--- config.mk ---
export PLATFORM = sky130hd
export DESIGN_NAME = cpu8_rmw_alu_with_flags_flat
export DESIGN_NICKNAME = d
export VERILOG_FILES = /design/src/sv/c8alu_pkg.sv /design/src/sv/c8alu_chan_if.sv /design/src/sv/c8alu_core.sv /design/src/sv/cpu8_rmw_alu_with_flags.sv /design/src/flat_wrapper.sv
export SDC_FILE = /design/constraint.sdc
export NUM_CORES = 1
export LEC_CHECK = 0
export BUFFER_PORTS_ARGS = -buffer_cell sky130_fd_sc_hd__buf_2
export CORE_MARGIN = 2
export CORE_UTILIZATION = 32
export DETAILED_ROUTE_END_ITERATION = 12
export PLACE_DENSITY_LB_ADDON = 0.12
export SYNTH_ARGS = -nofsm -noshare
export SYNTH_HDL_FRONTEND = slang
export SYNTH_SLANG_ARGS = --single-unit
--- constraint.sdc ---
create_clock -name clock -period 7.95 [get_ports clock]
set_input_delay 1.59 -clock clock [delete_from_list [all_inputs] [get_ports clock]]
set_output_delay 1.59 -clock clock [all_outputs]
set_load 0.05 [all_outputs]
--- src/sv/c8alu_pkg.sv ---
`default_nettype none

package c8alu_pkg;

   localparam int unsigned ByteWidth = 8;
   localparam int unsigned AddrWidth = 16;
   localparam int unsigned OpWidth   = 4;

   localparam logic [ByteWidth-1:0] BYTE_MASK = 8'hFF;

   // Operation codes carried in the operation field of an item.
   typedef enum logic [OpWidth-1:0] {
      OP_ADD      = 4'd0,
      OP_SUB      = 4'd1,
      OP_ANDX_SUB = 4'd2,
      OP_SHL      = 4'd3,
      OP_SHR      = 4'd4,
      OP_ROL      = 4'd5,
      OP_ROR      = 4'd6,
      OP_DEC_CMP  = 4'd7,
      OP_INC_SUB  = 4'd8,
      OP_ROL_AND  = 4'd9,
      OP_ROR_ADD  = 4'd10,
      OP_SHL_OR   = 4'd11,
      OP_SHR_EOR  = 4'd12
   } op_type;

   typedef struct packed {
      logic [OpWidth-1:0]   operation;
      logic [AddrWidth-1:0] address;
      logic [ByteWidth-1:0] operand;
      logic [ByteWidth-1:0] acc_in;
      logic [ByteWidth-1:0] x_in;
      logic                 carry_in;
      logic                 overflow_in;
   } req_type;

   typedef struct packed {
      logic [ByteWidth-1:0] acc_out;
      logic [ByteWidth-1:0] x_out;
      logic                 carry_out;
      logic                 zero_out;
      logic                 negative_out;
      logic                 overflow_out;
      logic                 write_enable;
      logic [AddrWidth-1:0] write_address;
      logic [ByteWidth-1:0] write_data;
   } rsp_type;

endpackage

`default_nettype wire

--- src/sv/c8alu_chan_if.sv ---
`default_nettype none

// Valid/ready channel carrying one item of the given payload type.
interface c8alu_chan_if #(
   parameter type payload_type = logic
) ();

   logic        valid;
   logic        ready;
   payload_type payload;

   modport source (output valid, output payload, input ready);
   modport sink   (input valid, input payload, output ready);

endinterface

`default_nettype wire

--- src/sv/c8alu_core.sv ---
`default_nettype none

// Combinational datapath: one shared 8-bit adder, the shift/rotate unit
// and the logic operations, with the flags taken from the selected byte.
module c8alu_core (
   input  c8alu_pkg::req_type req,
   output c8alu_pkg::rsp_type rsp
);

   import c8alu_pkg::*;

   op_type               op;
   logic [ByteWidth-1:0] m;
   logic [ByteWidth-1:0] a;
   logic [ByteWidth-1:0] x;
   logic                 c;
   logic [ByteWidth-1:0] shl_val;
   logic [ByteWidth-1:0] shr_val;
   logic [ByteWidth-1:0] rol_val;
   logic [ByteWidth-1:0] ror_val;
   logic [ByteWidth-1:0] dec_val;
   logic [ByteWidth-1:0] inc_val;
   logic [ByteWidth-1:0] add_a;
   logic [ByteWidth-1:0] add_b;
   logic                 add_c;
   logic [ByteWidth:0]   sum_full;
   logic [ByteWidth-1:0] sum;
   logic                 sum_c;
   logic                 sum_v;
   logic [ByteWidth-1:0] flag_byte;

   assign op = op_type'(req.operation);
   assign m  = req.operand;
   assign a  = req.acc_in;
   assign x  = req.x_in;
   assign c  = req.carry_in;

   assign shl_val = {m[ByteWidth-2:0], 1'b0};
   assign shr_val = {1'b0, m[ByteWidth-1:1]};
   assign rol_val = {m[ByteWidth-2:0], c};
   assign ror_val = {c, m[ByteWidth-1:1]};
   assign dec_val = m - 8'd1;
   assign inc_val = m + 8'd1;

   // Subtraction is addition of the inverted operand with carry as not-borrow.
   always_comb begin
      add_a = a;
      add_b = m;
      add_c = c;
      case (op)
         OP_SUB: begin
            add_b = ~m;
         end
         OP_ANDX_SUB: begin
            add_a = a & x;
            add_b = ~m;
            add_c = 1'b1;
         end
         OP_DEC_CMP: begin
            add_b = ~dec_val;
            add_c = 1'b1;
         end
         OP_INC_SUB: begin
            add_b = ~inc_val;
         end
         OP_ROR_ADD: begin
            add_b = ror_val;
            add_c = m[0];
         end
         default: begin
         end
      endcase
   end

   assign sum_full = {1'b0, add_a} + {1'b0, add_b} + {{ByteWidth{1'b0}}, add_c};
   assign sum      = sum_full[ByteWidth-1:0];
   assign sum_c    = sum_full[ByteWidth];
   assign sum_v    = (add_b[ByteWidth-1] ^ sum[ByteWidth-1])
                   & (add_a[ByteWidth-1] ^ sum[ByteWidth-1]);

   always_comb begin
      rsp.acc_out       = a;
      rsp.x_out         = x;
      rsp.carry_out     = c;
      rsp.overflow_out  = req.overflow_in;
      rsp.write_enable  = 1'b0;
      rsp.write_data    = '0;
      rsp.write_address = req.address;
      flag_byte         = a;
      case (op)
         OP_ADD, OP_SUB: begin
            rsp.acc_out      = sum;
            rsp.carry_out    = sum_c;
            rsp.overflow_out = sum_v;
            flag_byte        = sum;
         end
         OP_ANDX_SUB: begin
            rsp.x_out     = sum;
            rsp.carry_out = sum_c;
            flag_byte     = sum;
         end
         OP_SHL: begin
            rsp.write_enable = 1'b1;
            rsp.write_data   = shl_val;
            rsp.carry_out    = m[ByteWidth-1];
            flag_byte        = shl_val;
         end
         OP_SHR: begin
            rsp.write_enable = 1'b1;
            rsp.write_data   = shr_val;
            rsp.carry_out    = m[0];
            flag_byte        = shr_val;
         end
         OP_ROL: begin
            rsp.write_enable = 1'b1;
            rsp.write_data   = rol_val;
            rsp.carry_out    = m[ByteWidth-1];
            flag_byte        = rol_val;
         end
         OP_ROR: begin
            rsp.write_enable = 1'b1;
            rsp.write_data   = ror_val;
            rsp.carry_out    = m[0];
            flag_byte        = ror_val;
         end
         OP_DEC_CMP: begin
            rsp.write_enable = 1'b1;
            rsp.write_data   = dec_val;
            rsp.carry_out    = sum_c;
            flag_byte        = sum;
         end
         OP_INC_SUB: begin
            rsp.write_enable = 1'b1;
            rsp.write_data   = inc_val;
            rsp.acc_out      = sum;
            rsp.carry_out    = sum_c;
            rsp.overflow_out = sum_v;
            flag_byte        = sum;
         end
         OP_ROL_AND: begin
            rsp.write_enable = 1'b1;
            rsp.write_data   = rol_val;
            rsp.acc_out      = a & rol_val;
            rsp.carry_out    = m[ByteWidth-1];
            flag_byte        = a & rol_val;
         end
         OP_ROR_ADD: begin
            rsp.write_enable = 1'b1;
            rsp.write_data   = ror_val;
            rsp.acc_out      = sum;
            rsp.carry_out    = sum_c;
            rsp.overflow_out = sum_v;
            flag_byte        = sum;
         end
         OP_SHL_OR: begin
            rsp.write_enable = 1'b1;
            rsp.write_data   = shl_val;
            rsp.acc_out      = a | shl_val;
            rsp.carry_out    = m[ByteWidth-1];
            flag_byte        = a | shl_val;
         end
         OP_SHR_EOR: begin
            rsp.write_enable = 1'b1;
            rsp.write_data   = shr_val;
            rsp.acc_out      = a ^ shr_val;
            rsp.carry_out    = m[0];
            flag_byte        = a ^ shr_val;
         end
         default: begin
         end
      endcase
      rsp.zero_out     = (flag_byte == '0);
      rsp.negative_out = flag_byte[ByteWidth-1];
   end

endmodule

`default_nettype wire

--- src/sv/cpu8_rmw_alu_with_flags.sv ---
// 8-bit processor ALU with the read-modify-write forms, no decimal mode.
// Each item on req_if carries an operation, the operand byte, its address
// and the current A, X, carry and overflow; each item on rsp_if gives the
// new A, X and flags together with a write-back byte, its address and a
// write enable, which is set for the shift, rotate and combined
// read-modify-write operations. Write data reads as zero when the enable
// is clear, and unused operation codes leave A, X, carry and overflow
// untouched. The block takes one item per cycle while the result channel
// is not stalled: an item is held in the input register, passes through
// the single adder and shift unit of the datapath, and is captured in the
// result register. A new item is taken into an empty input register while
// an earlier result still waits to be collected. The block keeps no state
// from one item to the next and needs no clearing after reset.
`default_nettype none

module cpu8_rmw_alu_with_flags (
   input  wire         clock,
   input  wire         reset,
   c8alu_chan_if.sink   req_if,
   c8alu_chan_if.source rsp_if
);

   import c8alu_pkg::*;

   // Input register stage.
   logic    in_valid_ff;
   logic    in_valid_in;
   req_type in_data_ff;
   req_type in_data_in;

   // Result register stage.
   logic    out_valid_ff;
   logic    out_valid_in;
   rsp_type out_data_ff;
   rsp_type out_data_in;

   rsp_type core_rsp;
   logic    out_free;
   logic    in_free;

   // A stage may load whenever it is empty or its content leaves this cycle.
   assign out_free = !out_valid_ff || rsp_if.ready;
   assign in_free  = !in_valid_ff || out_free;

   assign req_if.ready   = in_free;
   assign rsp_if.valid   = out_valid_ff;
   assign rsp_if.payload = out_data_ff;

   c8alu_core u_core (
      .req (in_data_ff),
      .rsp (core_rsp)
   );

   always_comb begin
      in_valid_in  = in_valid_ff;
      in_data_in   = in_data_ff;
      out_valid_in = out_valid_ff;
      out_data_in  = out_data_ff;
      if (in_free) begin
         in_valid_in = req_if.valid;
         in_data_in  = req_if.payload;
      end
      if (out_free) begin
         out_valid_in = in_valid_ff;
         out_data_in  = core_rsp;
      end
   end

   // Only the valid flags need reset; the payload registers follow them.
   always_ff @(posedge clock) begin
      if (reset) begin
         in_valid_ff  <= 1'b0;
         out_valid_ff <= 1'b0;
      end else begin
         in_valid_ff  <= in_valid_in;
         out_valid_ff <= out_valid_in;
      end
   end

   always_ff @(posedge clock) begin
      in_data_ff  <= in_data_in;
      out_data_ff <= out_data_in;
   end

endmodule

`default_nettype wire

--- src/flat_wrapper.sv ---
// flat-port wrapper written by rule: the top's interface ports become plain ports
module cpu8_rmw_alu_with_flags_flat import c8alu_pkg::*;
  (clock, reset, req_if_valid, req_if_payload, req_if_ready, rsp_if_valid, rsp_if_payload, rsp_if_ready);
  c8alu_chan_if #(.payload_type(req_type)) req_if_i ();
  c8alu_chan_if #(.payload_type(rsp_type)) rsp_if_i ();
  input  wire clock;
  input  wire reset;
  input wire logic [$bits(req_if_i.valid)-1:0] req_if_valid;
  input wire logic [$bits(req_if_i.payload)-1:0] req_if_payload;
  output wire logic [$bits(req_if_i.ready)-1:0] req_if_ready;
  output wire logic [$bits(rsp_if_i.valid)-1:0] rsp_if_valid;
  output wire logic [$bits(rsp_if_i.payload)-1:0] rsp_if_payload;
  input wire logic [$bits(rsp_if_i.ready)-1:0] rsp_if_ready;
  assign req_if_i.valid = req_if_valid;
  assign req_if_i.payload = req_if_payload;
  assign req_if_ready = req_if_i.ready;
  assign rsp_if_valid = rsp_if_i.valid;
  assign rsp_if_payload = rsp_if_i.payload;
  assign rsp_if_i.ready = rsp_if_ready;
  cpu8_rmw_alu_with_flags u_core (.clock(clock), .reset(reset), .req_if(req_if_i), .rsp_if(rsp_if_i));
endmodule
# After elaboration in Yosys (flattened, before gate mapping)
# Cells that the tools add are included.
# classes
reduce_logical	17
mux	10
n_eq_ne	12
n_addsub	4
bitwise_logic	10
# ops
cell	count
one-hot mux 8 bit (4 select lines)	2
one-hot mux 8 bit (8 select lines)	1
one-hot mux 8 bit (6 select lines)	1
inverter 8 bit	3
== test 4 bit, second input constant	5
bitwise AND 8 bit	2
== test 4 x 3 -> 1 bit, second input constant	4
two-way mux 8 bit	2
OR reduction 2 bit	6
OR reduction 10 bit	1
adder 8 x 8 -> 9 bit	1
adder 9 x 1 -> 9 bit	1
adder 8 x 1 -> 8 bit, second input constant	1
== test 4 x 2 -> 1 bit, second input constant	2
zero test 8 bit	1
OR 8 bit	1
OR reduction 4 bit	2
subtractor 8 x 1 -> 8 bit, second input constant	1
XOR 8 x 7 -> 8 bit	1
OR reduction 6 bit	1
== test 4 x 1 -> 1 bit, second input constant	1
zero test 4 bit	1
one-hot mux 1 bit (3 select lines)	1
OR reduction 3 bit	1
other kinds (6)	10
# word_totals
ff_bits	93
inputBits	50
output_inout_bits	47
wordCells	71

# Depth between registers and ports, before layout
# depth
ltp_word	8
depth_mapped	16
ltp_nobuf	13

# Modules after synthesis
# A second synthesis with hierarchy kept.
# hier_totals
hier_cells	488
hier_area_um2	5282.6
# by_module_without_submodules
mod	cells_each	area_each_um2	n_inst	seq_area_each_um2
cpu8_rmw_alu_with_flags	99	2803.9	1	2772.7
c8alu_core	389	2478.6	1	0.0

# Worst setup path after synthesis
# No wires, ideal clock.
# synth_path
path_kind	input to output
start	in rsp_if_ready
end	out req_if_ready
path_slack_ns	3.413
required_ns	6.360
t_arrival_ns	2.947
path_buffers	0
stages	2
path_cell_list	nor2b_1 > nand2_1
# synth_between
elab_chain_cells	2
# synth_lines
element	line_no	rtl
start: declaration	flat_wrapper.sv:13	input wire logic [$bits(rsp_if_i.ready)-1:0] rsp_if_ready;
logical OR 1 bit	cpu8_rmw_alu_with_flags.sv:42	assign out_free = !out_valid_ff || rsp_if.ready;
logical OR 1 bit	cpu8_rmw_alu_with_flags.sv:43	assign in_free = !in_valid_ff || out_free;
end: declaration	flat_wrapper.sv:10	output wire logic [$bits(req_if_i.ready)-1:0] req_if_ready;
# No other way between the ends.

==> impl_results.md <==
- Worst slew margin: about a quarter
- Pin count of the biggest net entering global routing: between 40 and 50
- Setup TNS: 0 ns
- Final Slew Violations: 0
- Largest driver fanout on the critical path: 34
- Via count of the first global-routing pass: between 3000 and 4000
- Number of enable flip-flop cells after synthesis: 91
- Post-route worst hold slack: ~0.42 ns
- Die extent in y: 131 µm
- Layout overhead on the synthesized area: 18.3%
- Yosys warnings: 0
- Mapped Cells: roughly 460
- Fin Clk Skew: ~0.017 ns
- Via count: just over 4000
- Path class of the lowest-slack min-delay path: reg -> reg
- N_diodes: 0
- Critical path required time: between 8 and 9 ns
- Port bufs: 96
- DRT Wirelength: about 14000 µm
- Clock net sink count: 93
- Full die area: 17100 µm²
- Antenna violations before repair: 0
- Max Clk Rate: 206 MHz
- Global-route wire length before repair: between 20000 and 25000 µm
- Number of synthesized register bits: 93
- Data arrival, critical path: 5.03 ns
- # nets final: about 600
- Post-detailed-route count of antenna-violating nets: 0
- Clk buf depth: 2
- VDD IR max: just under 200 µV
- Unique cell type count in the Yosys netlist: approximately 70
- Static leakage: 2.36 nW
- Clock tree from TritonCTS: done
- Clock slew at reported path FFs: approximately 0.070 ns
- Number of standard cells in the final layout excluding fillers: ~760
- Post-CTS Resized: 0
- Proportion of layout cells with a drive suffix above 1: approximately a quarter
- H-tree depth: 3
- Worst setup EP type: flip-flop
- Number of buffers added to fix hold violations after cts: 0
- Placed insts: 740
- RD Place Congestion: between 0.9 and 1
- Most common flop cell mapped by yosys: edfxtp_1
- Fin. Hold Viols: 0
- Max-cap violations: 0
- Post-synthesis async set-or-reset flop share: 0%
- Average wire length per cell after detail routing: ~19 µm
- Final period utilization: about three fifths
- Final Setup Violations: 0
- Final worst path period need: roughly 5 ns
- Buffers inserted by post-CTS timing repair: 0
- Number of optimization iterations in the first detailed-route pass: 5
- Portion of the post-synthesis area used by sequential elements: a little over half
- Inserted Clock Buffers: 9
- Die width: roughly 130 µm
- Num ports: 97
- Mean post-synth cell area: approximately 11 µm²
- # rows: 46
- Worst setup path category: reg -> reg
- Core region area: 15800 µm²
- Combined global-route utilization of all metal layers: ~17%
- Initial core utilization: 32.5%
- Aggregate global routing overflow: 0
- Total DRC errors in the routed layout: 0
- Worst Max-Slew Pin Slew: around 1.1 ns
- RSZ-0062 raised after global routing: no
- First-iteration detailed-routing DRC count: 438
- DP Wirelength: about 9800 µm
- Kind of launch point of the worst setup path: flip-flop
- Via density per instance: around 5.3
- Power density over cell area: 227 nW/µm²
- Worst skew pair latency: 0.36 ns
- Cell at the root of the clock tree: clkbuf_16
- Synthesized area: 5130 µm²
- Net count after synthesis: 520
- Result of the run: finished, final reports clean
stage by stage:
| stage | setup WS (ns) | cell area (µm²) | power (W) | util (%) |
|---|---|---|---|---|
| after floorplan | 3.41 | 5130 | 0.000855 | - |
| after global placement | 3.38 | 5770 | 0.000943 | 36.6 |
| after detailed placement | 3.22 | 5770 | 0.000941 | 36.6 |
| after CTS | 3.14 | 6070 | 0.00139 | 38.5 |
| after global routing | 2.77 | 6070 | 0.00144 | 38.5 |
| final | 3.09 | 6070 | 0.00138 | 38.5 |
cell families (layout without fill, tap and decap cells):
logic type      Yosys count  count (layout)  synth area share, %
compound gates          146             146                 20.5
xor+xnor                 14              14                 2.39
fa+ha+maj                17              17                 4.24
buf+inv                  46             129                 3.66
flops                    93              93                 54.1
mux                      10              10                 2.15
simple gates            131             131                 13.0
Yosys cell counts, drive strengths merged (4+ instances only):
cell type / n / share of area [%]
nand2b: 8 / 0.98
mux2: 8 / 1.8
nor2: 32 / 2.3
o211ai: 7 / 1.0
edfxtp: 91 / 53
ha: 11 / 2.7
nand2: 32 / 2.3
o2111ai: 5 / 0.85
xor2: 7 / 1.2
o21ai: 23 / 2.2
nor3: 12 / 1.3
xnor2: 7 / 1.2
a22oi: 12 / 1.8
clkbuf: 22 / 1.6
buf: 10 / 1.0
a221o: 8 / 1.6
o21a: 10 / 1.5
maj3: 4 / 0.78
inv: 13 / 0.95
and3: 5 / 0.61
nand3: 11 / 1.1
a21oi: 28 / 2.8
a211oi: 9 / 1.3
o211a: 4 / 0.78
nor2b: 8 / 0.98
a21o: 4 / 0.59
cells in the final DEF, fill, tap and decap left out, types with 4 or more instances in the layout:
cell type	n
maj3_1	4
inv_1	12
nor2_1	32
o2111ai_1	5
a22oi_1	12
o21ai_0	23
mux2_2	8
xor2_1	7
o21a_1	10
edfxtp_1	91
ha_1	11
o211ai_1	7
a21o_1	4
a211oi_1	9
and3_1	5
clkbuf_16	9
nor2b_1	8
o211a_1	4
nand2b_1	8
a21oi_1	27
nand2_1	31
nand3_1	11
a221o_1	8
buf_2	96
xnor2_1	7
nor3_1	11
state kept, by name, summed over array words and instances (netlist names):
register and flops:
u_core.rsp_if.payload 45, u_core.in_valid_ff 1, u_core.rsp_if.valid 1, u_core.in_data_ff 46
per-layer routing:
metal  global-route usage [%]  part of all wire [%]  up-vias  wire length [µm]
met1                     23.4                    46     1927              6660
met4                     6.38                   2.1        0               308
met3                     5.05                   6.7       20               971
met5                        0                     0        -                 0
li1                         -                     -     1925                 -
met2                     27.2                    45      156              6530
worst max-delay path: stages, from the launching register on:
cell	delay, ns
edfxtp_1	0.83
nor2b_1	0.62
and3_1	0.49
mux2i_1	0.23
nand3_1	0.12
fa_1	0.46
fa_1	0.45
a211oi_1	0.36
o21bai_1	0.14
a211oi_1	0.31
nor2_1	0.09
o31a_1	0.30
nor4_1	0.26
path summary, 6_finish.rpt:
check | from | slack [ns] | cells after the start | to
setup reg to reg | u_core.in_data_ff[44] | 3.09 | 12 | u_core.rsp_if.payload[27]
setup / recovery | u_core.in_data_ff[44] | 3.09 | 12 | u_core.rsp_if.payload[27]
hold / removal | u_core.in_data_ff[41] | 0.42 | 0 | u_core.rsp_if.payload[23]
hold reg to reg | u_core.in_data_ff[41] | 0.42 | 0 | u_core.rsp_if.payload[23]
report_power, final:
group          switching (W)  total (W)  internal, W
combinational       0.000219   0.000317    0.0000985
sequential         0.0000313   0.000616     0.000585
clock               0.000200   0.000447     0.000247
final cells by class:
| type | instances | area, µm² |
|---|---|---|
| fill | 1584 | 9700 |
| sequential | 93 | 2770 |
| clock buffer | 10 | 229 |
| multi-input combinational | 318 | 2170 |
| timing repair buffer | 99 | 503 |
| tap | 216 | 270 |
| inverter | 14 | 52.6 |
| clock inverter | 6 | 70.1 |
No activity file was read; power rests on OpenSTA's default activity.
